**src/rtl/core/era_pkg.sv**
```systemverilog
// Shared constants, types and state encoding for the echo range core.
package era_pkg;

  // Field widths
  localparam int TICKS_W = 16;
  localparam int DIST_W  = 10;
  localparam int DIV_W   = 16;
  localparam int CFG_W   = 16;
  localparam int CFG_IDX_W = 2;

  // Register defaults
  localparam logic [TICKS_W-1:0] TPC_RESET   = 16'd117;
  localparam logic [DIST_W-1:0]  RANGE_RESET = 10'd400;
  localparam logic [DIST_W-1:0]  NEAR_RESET  = 10'd100;

  // Default ring length
  localparam int FILTER_DEPTH_DEFAULT = 5;

  // Register indexes
  typedef enum logic [CFG_IDX_W-1:0] {
    REG_TICKS_PER_CM  = 2'd0,
    REG_MAX_RANGE_CM  = 2'd1,
    REG_NEAR_LIMIT_CM = 2'd2
  } cfg_reg_t;

  // Sequencer states
  typedef enum logic [2:0] {
    S_IDLE,
    S_DIST,
    S_ACCUM,
    S_LAUNCH,
    S_AVG,
    S_DONE
  } era_state_t;

  // Request into the serial divider
  typedef struct packed {
    logic             start;
    logic [DIV_W-1:0] dividend;
    logic [DIV_W-1:0] divisor;
  } div_req_t;

endpackage

```
**src/rtl/core/echo_range_moving_average_core.sv**
```systemverilog
// Echo pulse to distance conversion with a moving average over a cell chain.
//
//  channel  | handshake              | payload
//  ---------+------------------------+--------------------------------------
//  in       | in_valid / in_ready    | echo_ticks
//  out      | out_valid / out_ready  | raw_cm, filtered_cm, object_near
//  cfg      | cfg_we (write only)    | cfg_index, cfg_data
//
// Each item goes from accept to its loaded result through two passes of the
// 16-step serial divider (distance, then average) plus sequencing.
// The next item is accepted as soon as the result sits in the output
// register, even while it waits for out_ready.
// Reset clears the fill count, running sum, configuration registers and
// handshakes; the sample cells are never cleared and are only summed once written.
module echo_range_moving_average_core
  import era_pkg::*;
#(
  parameter int FILTER_DEPTH = FILTER_DEPTH_DEFAULT
) (
  input  logic                 clk,
  input  logic                 rst,
  input  logic                 in_valid,
  output logic                 in_ready,
  input  logic [TICKS_W-1:0]   echo_ticks,
  output logic                 out_valid,
  input  logic                 out_ready,
  output logic [DIST_W-1:0]    raw_cm,
  output logic [DIST_W-1:0]    filtered_cm,
  output logic                 object_near,
  input  logic                 cfg_we,
  input  logic [CFG_IDX_W-1:0] cfg_index,
  input  logic [CFG_W-1:0]     cfg_data
);

  localparam int CNT_W = $clog2(FILTER_DEPTH + 1);
  localparam int SUM_W = DIST_W + CNT_W;
  localparam logic [CNT_W-1:0] FULL_COUNT = CNT_W'(FILTER_DEPTH);

  era_state_t state, state_next;

  logic [TICKS_W-1:0] ticks_per_cm;
  logic [DIST_W-1:0]  max_range_cm;
  logic [DIST_W-1:0]  near_limit_cm;

  logic               echo_zero;
  logic [DIST_W-1:0]  raw;
  logic [DIST_W-1:0]  filt;
  logic [CNT_W-1:0]   fill;
  logic [SUM_W-1:0]   sum;
  logic               ring_full;
  logic               shift;
  logic               load_out;

  div_req_t           div_req;
  logic               div_done;
  logic [DIV_W-1:0]   div_quo;
  logic [DIST_W-1:0]  raw_calc;
  logic [DIST_W-1:0]  chain [FILTER_DEPTH];

  // Configuration registers
  always_ff @(posedge clk) begin
    if (rst) begin
      ticks_per_cm  <= TPC_RESET;
      max_range_cm  <= RANGE_RESET;
      near_limit_cm <= NEAR_RESET;
    end else if (cfg_we) begin
      case (cfg_index)
        REG_TICKS_PER_CM:  ticks_per_cm  <= cfg_data[TICKS_W-1:0];
        REG_MAX_RANGE_CM:  max_range_cm  <= cfg_data[DIST_W-1:0];
        REG_NEAR_LIMIT_CM: near_limit_cm <= cfg_data[DIST_W-1:0];
        default: ;
      endcase
    end
  end

  // State register
  always_ff @(posedge clk) begin
    if (rst) begin
      state <= S_IDLE;
    end else begin
      state <= state_next;
    end
  end

  // Next state and sequencing strobes
  always_comb begin
    state_next       = state;
    in_ready         = 1'b0;
    shift            = 1'b0;
    load_out         = 1'b0;
    div_req.start    = 1'b0;
    div_req.dividend = echo_ticks;
    div_req.divisor  = ticks_per_cm;
    case (state)
      S_IDLE: begin
        in_ready = 1'b1;
        if (in_valid) begin
          div_req.start = 1'b1;
          state_next    = S_DIST;
        end
      end
      S_DIST: begin
        if (div_done) begin
          state_next = S_ACCUM;
        end
      end
      S_ACCUM: begin
        shift      = 1'b1;
        state_next = S_LAUNCH;
      end
      S_LAUNCH: begin
        div_req.start    = 1'b1;
        div_req.dividend = DIV_W'(sum);
        div_req.divisor  = DIV_W'(fill);
        state_next       = S_AVG;
      end
      S_AVG: begin
        div_req.dividend = DIV_W'(sum);
        div_req.divisor  = DIV_W'(fill);
        if (div_done) begin
          state_next = S_DONE;
        end
      end
      S_DONE: begin
        if (!out_valid || out_ready) begin
          load_out   = 1'b1;
          state_next = S_IDLE;
        end
      end
      default: state_next = S_IDLE;
    endcase
  end

  // Shared serial divider
  era_divider u_div (
    .clk      (clk),
    .rst      (rst),
    .req      (div_req),
    .done     (div_done),
    .quotient (div_quo)
  );

  // Distance from quotient: zero for no echo or beyond range
  assign raw_calc = (echo_zero || (div_quo > DIV_W'(max_range_cm))) ?
                    '0 : div_quo[DIST_W-1:0];

  // Item working registers
  always_ff @(posedge clk) begin
    if (state == S_IDLE && in_valid) begin
      echo_zero <= (echo_ticks == '0);
    end
    if (state == S_DIST && div_done) begin
      raw <= raw_calc;
    end
    if (state == S_AVG && div_done) begin
      filt <= div_quo[DIST_W-1:0];
    end
  end

  // Sample chain: newest in cell 0, oldest in the last cell
  genvar g;
  generate
    for (g = 0; g < FILTER_DEPTH; g++) begin : g_cell
      if (g == 0) begin : g_head
        era_cell u_cell (
          .clk   (clk),
          .shift (shift),
          .d_in  (raw),
          .d_out (chain[g])
        );
      end else begin : g_body
        era_cell u_cell (
          .clk   (clk),
          .shift (shift),
          .d_in  (chain[g-1]),
          .d_out (chain[g])
        );
      end
    end
  endgenerate

  // Fill count and running sum; the oldest sample drops out once full
  assign ring_full = (fill == FULL_COUNT);

  always_ff @(posedge clk) begin
    if (rst) begin
      fill <= '0;
      sum  <= '0;
    end else if (shift) begin
      if (!ring_full) begin
        fill <= fill + 1'b1;
        sum  <= sum + SUM_W'(raw);
      end else begin
        sum  <= sum + SUM_W'(raw) - SUM_W'(chain[FILTER_DEPTH-1]);
      end
    end
  end

  // Output register
  always_ff @(posedge clk) begin
    if (rst) begin
      out_valid <= 1'b0;
    end else if (load_out) begin
      out_valid <= 1'b1;
    end else if (out_ready) begin
      out_valid <= 1'b0;
    end
  end

  always_ff @(posedge clk) begin
    if (load_out) begin
      raw_cm      <= raw;
      filtered_cm <= filt;
      object_near <= (filt != '0) && (filt < near_limit_cm);
    end
  end

endmodule

```
**src/rtl/core/era_cell.sv**
```systemverilog
// One sample cell of the averaging chain: loads the upstream sample on shift.
module era_cell
  import era_pkg::*;
(
  input  logic              clk,
  input  logic              shift,
  input  logic [DIST_W-1:0] d_in,
  output logic [DIST_W-1:0] d_out
);

  logic [DIST_W-1:0] sample;

  // Sample register, takes the upstream value when the chain advances
  always_ff @(posedge clk) begin
    if (shift) begin
      sample <= d_in;
    end
  end

  assign d_out = sample;

endmodule

```
**src/rtl/core/era_divider.sv**
```systemverilog
// Restoring serial divider, one quotient bit per cycle.
module era_divider
  import era_pkg::*;
(
  input  logic             clk,
  input  logic             rst,
  input  div_req_t         req,
  output logic             done,
  output logic [DIV_W-1:0] quotient
);

  localparam int CNT_W = $clog2(DIV_W);
  localparam logic [CNT_W-1:0] LAST_STEP = CNT_W'(DIV_W - 1);

  logic             busy;
  logic [CNT_W-1:0] step;
  logic [DIV_W-1:0] rem;
  logic [DIV_W-1:0] quo;
  logic [DIV_W:0]   trial;
  logic             fits;

  // Shift in the next dividend bit and try the subtraction.
  // A zero divisor always fits, giving an all-ones quotient.
  assign trial = {rem, quo[DIV_W-1]};
  assign fits  = (trial >= {1'b0, req.divisor});

  // Control
  always_ff @(posedge clk) begin
    if (rst) begin
      busy <= 1'b0;
      done <= 1'b0;
      step <= '0;
    end else begin
      done <= busy && (step == LAST_STEP);
      if (req.start) begin
        busy <= 1'b1;
        step <= '0;
      end else if (busy) begin
        step <= step + 1'b1;
        if (step == LAST_STEP) begin
          busy <= 1'b0;
        end
      end
    end
  end

  // Datapath
  always_ff @(posedge clk) begin
    if (req.start) begin
      rem <= '0;
      quo <= req.dividend;
    end else if (busy) begin
      if (fits) begin
        rem <= DIV_W'(trial - {1'b0, req.divisor});
      end else begin
        rem <= trial[DIV_W-1:0];
      end
      quo <= {quo[DIV_W-2:0], fits};
    end
  end

  assign quotient = quo;

endmodule

```
**config.mk**
```make
export PLATFORM = sky130hd
export DESIGN_NAME = echo_range_moving_average_core
export DESIGN_NICKNAME = d
export VERILOG_FILES = /design/src/rtl/core/era_pkg.sv /design/src/rtl/core/echo_range_moving_average_core.sv /design/src/rtl/core/era_cell.sv /design/src/rtl/core/era_divider.sv
export SDC_FILE = /design/constraint.sdc
export NUM_CORES = 1
export LEC_CHECK = 0
export ABC_AREA = 1
export BUFFER_PORTS_ARGS = -buffer_cell sky130_fd_sc_hd__buf_4
export CAP_MARGIN = 20
export CORE_ASPECT_RATIO = 0.7
export CORE_MARGIN = 1.5
export CORE_UTILIZATION = 30
export DETAILED_ROUTE_END_ITERATION = 10
export SYNTH_ARGS = -nofsm -noshare
export SYNTH_HDL_FRONTEND = slang
export SYNTH_SLANG_ARGS = --single-unit
```
**constraint.sdc**
```tcl
create_clock -name clk -period 7.74 [get_ports clk]
set_input_delay 0.774 -clock clk [delete_from_list [all_inputs] [get_ports clk]]
set_output_delay 0.774 -clock clk [all_outputs]
set_load 0.01 [all_outputs]
```
==> results.json <==
{
  "fp-row-count": 53,
  "async_reset_ff_frac": 0,
  "cp_num_cells": 18,
  "timing.fmax_mhz": 232.1,
  "p_leak_nw": 4.657,
  "ff2ff_path_depth": 18,
  "synth-warning-count": 0,
  "synthTopCellsByArea": "edfxtp_1, dfxtp_1, nand2_1",
  "nets": 1199,
  "cp_common_cell": "nand2_1",
  "synth.distinct_cells": 47,
  "setup_viol": 0,
  "cp_max_fo": 24,
  "p_sw_mw": 1.268,
  "outcome": "finished clean",
  "p_per_area_nw_per_um2": 312.7,
  "cts_tree": "done",
  "min_path_type": "reg -> reg",
  "r2r_start": "state[0]",
  "switching_share": 0.3755,
  "wl_per_cell_um": 14.98,
  "power_frac_seq": 0.406,
  "drc": 0,
  "max_stage_delay_ns": 0.85,
  "ys_seq_elements": 186,
  "cp_cell_sequence": "nor2_1, inv_2, nor2_1, inv_1, nand2_1, inv_1, nand2_1, ha_1, nand2_1, inv_2, nand2_1, nor2_2, nand4_1, nor2_1, nor3_4, nand2_4, nand2_1, o31ai_1",
  "track_usage": 0.1481,
  "syn_avg_cell_area_um2": 8.973,
  "ctsHoldBuffers": 0,
  "synth_nets": 1139,
  "cts_root_buf": "clkbuf_16",
  "die_w_um": 213.6,
  "synth_top_area_cell": "edfxtp_1",
  "path_buf_inv": 4,
  "grt_antenna_before_repair": 0,
  "synth.cell_area_um2": 9314,
  "netlist_top_cells_count": "nand2_1, inv_1, edfxtp_1",
  "path_clk_slew_ns": 0.07,
  "yosysTopAreaCellShare": 0.3482,
  "routed_wirelength_mm": 22.81,
  "initial_core_util": 0.3073,
  "cp-startpoint": "state[0]",
  "required_ns": 7.92,
  "finalHoldViolCount": 0,
  "critPathTopFamily": "simple AND/OR/NAND/NOR gates",
  "first_iter_violations": 601,
  "worst-slew-pin-transition_ns": 1.103,
  "io_buffers": 61,
  "slowest_stage": "inv_1",
  "drive_gt1_frac": 0.1053,
  "gr-total-overflow": 0,
  "slew_headroom": 0.2619,
  "reg2reg_to": "u_div.quotient[0]",
  "clock_sinks": 186,
  "synth.yosys.seq_area_share": 0.5159,
  "grt_pass1_vias": 6386,
  "grt_max_degree": 72,
  "coreArea_um2": 30310,
  "first_pass_iters": 5,
  "route.vias.total": 7178,
  "io_pins": 62,
  "via_per_inst": 4.713,
  "max-vdd-ir-drop_v": 0.0001655,
  "total_power_mw": 3.378,
  "final_max_slew_viol_count": 0,
  "crit_type": "reg -> reg",
  "endpoint": "u_div.quotient[0]",
  "clk_path_buf_depth": 2,
  "htreeDepth": 4,
  "combPwrFrac": 0.337,
  "maxCapViolCount": 0,
  "hold_ws_ns": 0.4160,
  "fp.dieH_um": 150.4,
  "period_share": 0.5566,
  "rsz0062_at_grt": "false",
  "clock_skew_ns": 0.008993,
  "period_needed_ns": 4.308,
  "worst_setup_path_end_kind": "flip-flop",
  "p_clk_frac": 0.258,
  "dp_hpwl_mm": 17.17,
  "grt_pass1_wl_mm": 35.65,
  "die_area_um2": 32130,
  "internal-power_mw": 2.109,
  "insertion_delay_ns": 0.44,
  "tns_ns": 0,
  "synth_edf_count": 108,
  "gp_congestion": 0.8805,
  "synthCells": 1038,
  "diodes": 0,
  "synthFlopType": "edfxtp_1",
  "r2r_slack_ns": 3.43,
  "cts_made_buffers": 17,
  "area_growth_pct": 15.97,
  "detail-route-antenna-nets": 0,
  "start_kind": "flip-flop",
  "cp_data_arrival_time_ns": 4.49,
  "cts_setup_buffers": 0,
  "yosysMostFrequentCell": "nand2_1",
  "cts_resized": 0
}
flip-flops by register name, indices dropped and copies added, names as in the netlist, 13 cells and up:
| name | flops |
|---|---|
| u_div.quotient | 16 |
| g_cell.g_body.u_cell.d_out | 40 |
| ticks_per_cm | 16 |
| sum | 13 |
| u_div.rem | 16 |
power by group through the flow:
| stage | sequential, mW | combinational [mW] | clock (mW) |
|---|---|---|---|
| final | 1.37 | 1.14 | 0.870 |
| after detailed placement | 1.39 | 1.13 | 0 |
| after global placement | 1.39 | 1.11 | 0 |
| after floorplan | 1.34 | 0.879 | 0 |
| after CTS | 1.37 | 1.13 | 0.891 |
| after global routing | 1.39 | 1.31 | 0.930 |
metrics by stage:
stage               instance area (um^2)  cells  worst slack [ns]  utilization
floorplan                           9314   1038             4.938            -
global placement                   10190   1488             3.610       0.3364
detailed placement                 10200   1489             3.544       0.3367
CTS                                10780   1521             3.511       0.3558
global route                       10800   1523             3.078       0.3564
finish                             10800   1523             3.432       0.3564
cell families (layout without fill, tap and decap cells):
kind of cell,count (synthesis),after routing,synth area share
buffers and inverters,153,226,0.06542
and+or+nand+nor,438,438,0.2045
xor gates and xnor gates,25,25,0.02351
adders and majority gates,62,62,0.08571
DFF,186,186,0.5159
AOI/OAI and AO/OA,174,174,0.1050
how the worst min path moves through the flow:
| stage | startpoint | to | slack, ns | depth (start not counted) |
|---|---|---|---|---|
| 2_1_floorplan | g_cell[0].g_head.u_cell.d_out[0] | g_cell[1].g_body.u_cell.d_out[0] | 0.40 | 0 |
| 4_1_cts | g_cell[2].g_body.u_cell.d_out[0] | g_cell[3].g_body.u_cell.d_out[0] | 0.42 | 0 |
| 5_1_grt | g_cell[3].g_body.u_cell.d_out[6] | g_cell[4].g_body.u_cell.d_out[6] | 0.42 | 0 |
| 3_3_place_gp | g_cell[2].g_body.u_cell.d_out[5] | g_cell[3].g_body.u_cell.d_out[5] | 0.40 | 0 |
| 3_5_place_dp | g_cell[1].g_body.u_cell.d_out[2] | g_cell[2].g_body.u_cell.d_out[2] | 0.40 | 0 |
| 6_report | g_cell[1].g_body.u_cell.d_out[2] | g_cell[2].g_body.u_cell.d_out[2] | 0.42 | 0 |
per-layer routing:
metal | vias up | part of all wire | wire length [um] | GRT usage
met5 | - | 0 | 0 | 0
met4 | 0 | 0.012 | 266 | 0.03768
met3 | 17 | 0.072 | 1650 | 0.03379
met2 | 227 | 0.36 | 8269 | 0.1830
met1 | 3310 | 0.55 | 12620 | 0.2460
li1 | 3624 | - | - | -
area by class of cell:
type	instances	area [um^2]
fill	3129	19500
sequential	186	4805
multi-input combinational	699	3913
timing repair buffer	68	518.0
tap	412	515.5
inverter	126	473.0
clock buffer	17	425.4
clock inverter	15	152.6
cell usage in the layout, fill, tap and decap left out, drive strengths merged, types with 3 or more instances in the layout:
cell type / synthesis / routed
clkinv: 1 / 7
inv: 125 / 133
nor4: 7 / 7
clkbuf: 12 / 17
nor2: 94 / 94
xnor2: 13 / 13
a21oi: 70 / 70
xor2: 12 / 12
nor3: 10 / 10
o211ai: 18 / 18
nand2: 237 / 237
nand3: 58 / 58
edfxtp: 108 / 108
o21ai: 63 / 63
dfxtp: 78 / 78
buf: 15 / 68
nand4: 8 / 8
nand3b: 17 / 17
o21bai: 3 / 3
fa: 3 / 3
nor3b: 3 / 3
ha: 59 / 59
a31oi: 8 / 8
Note: power is estimated with default switching activity, not from simulation.
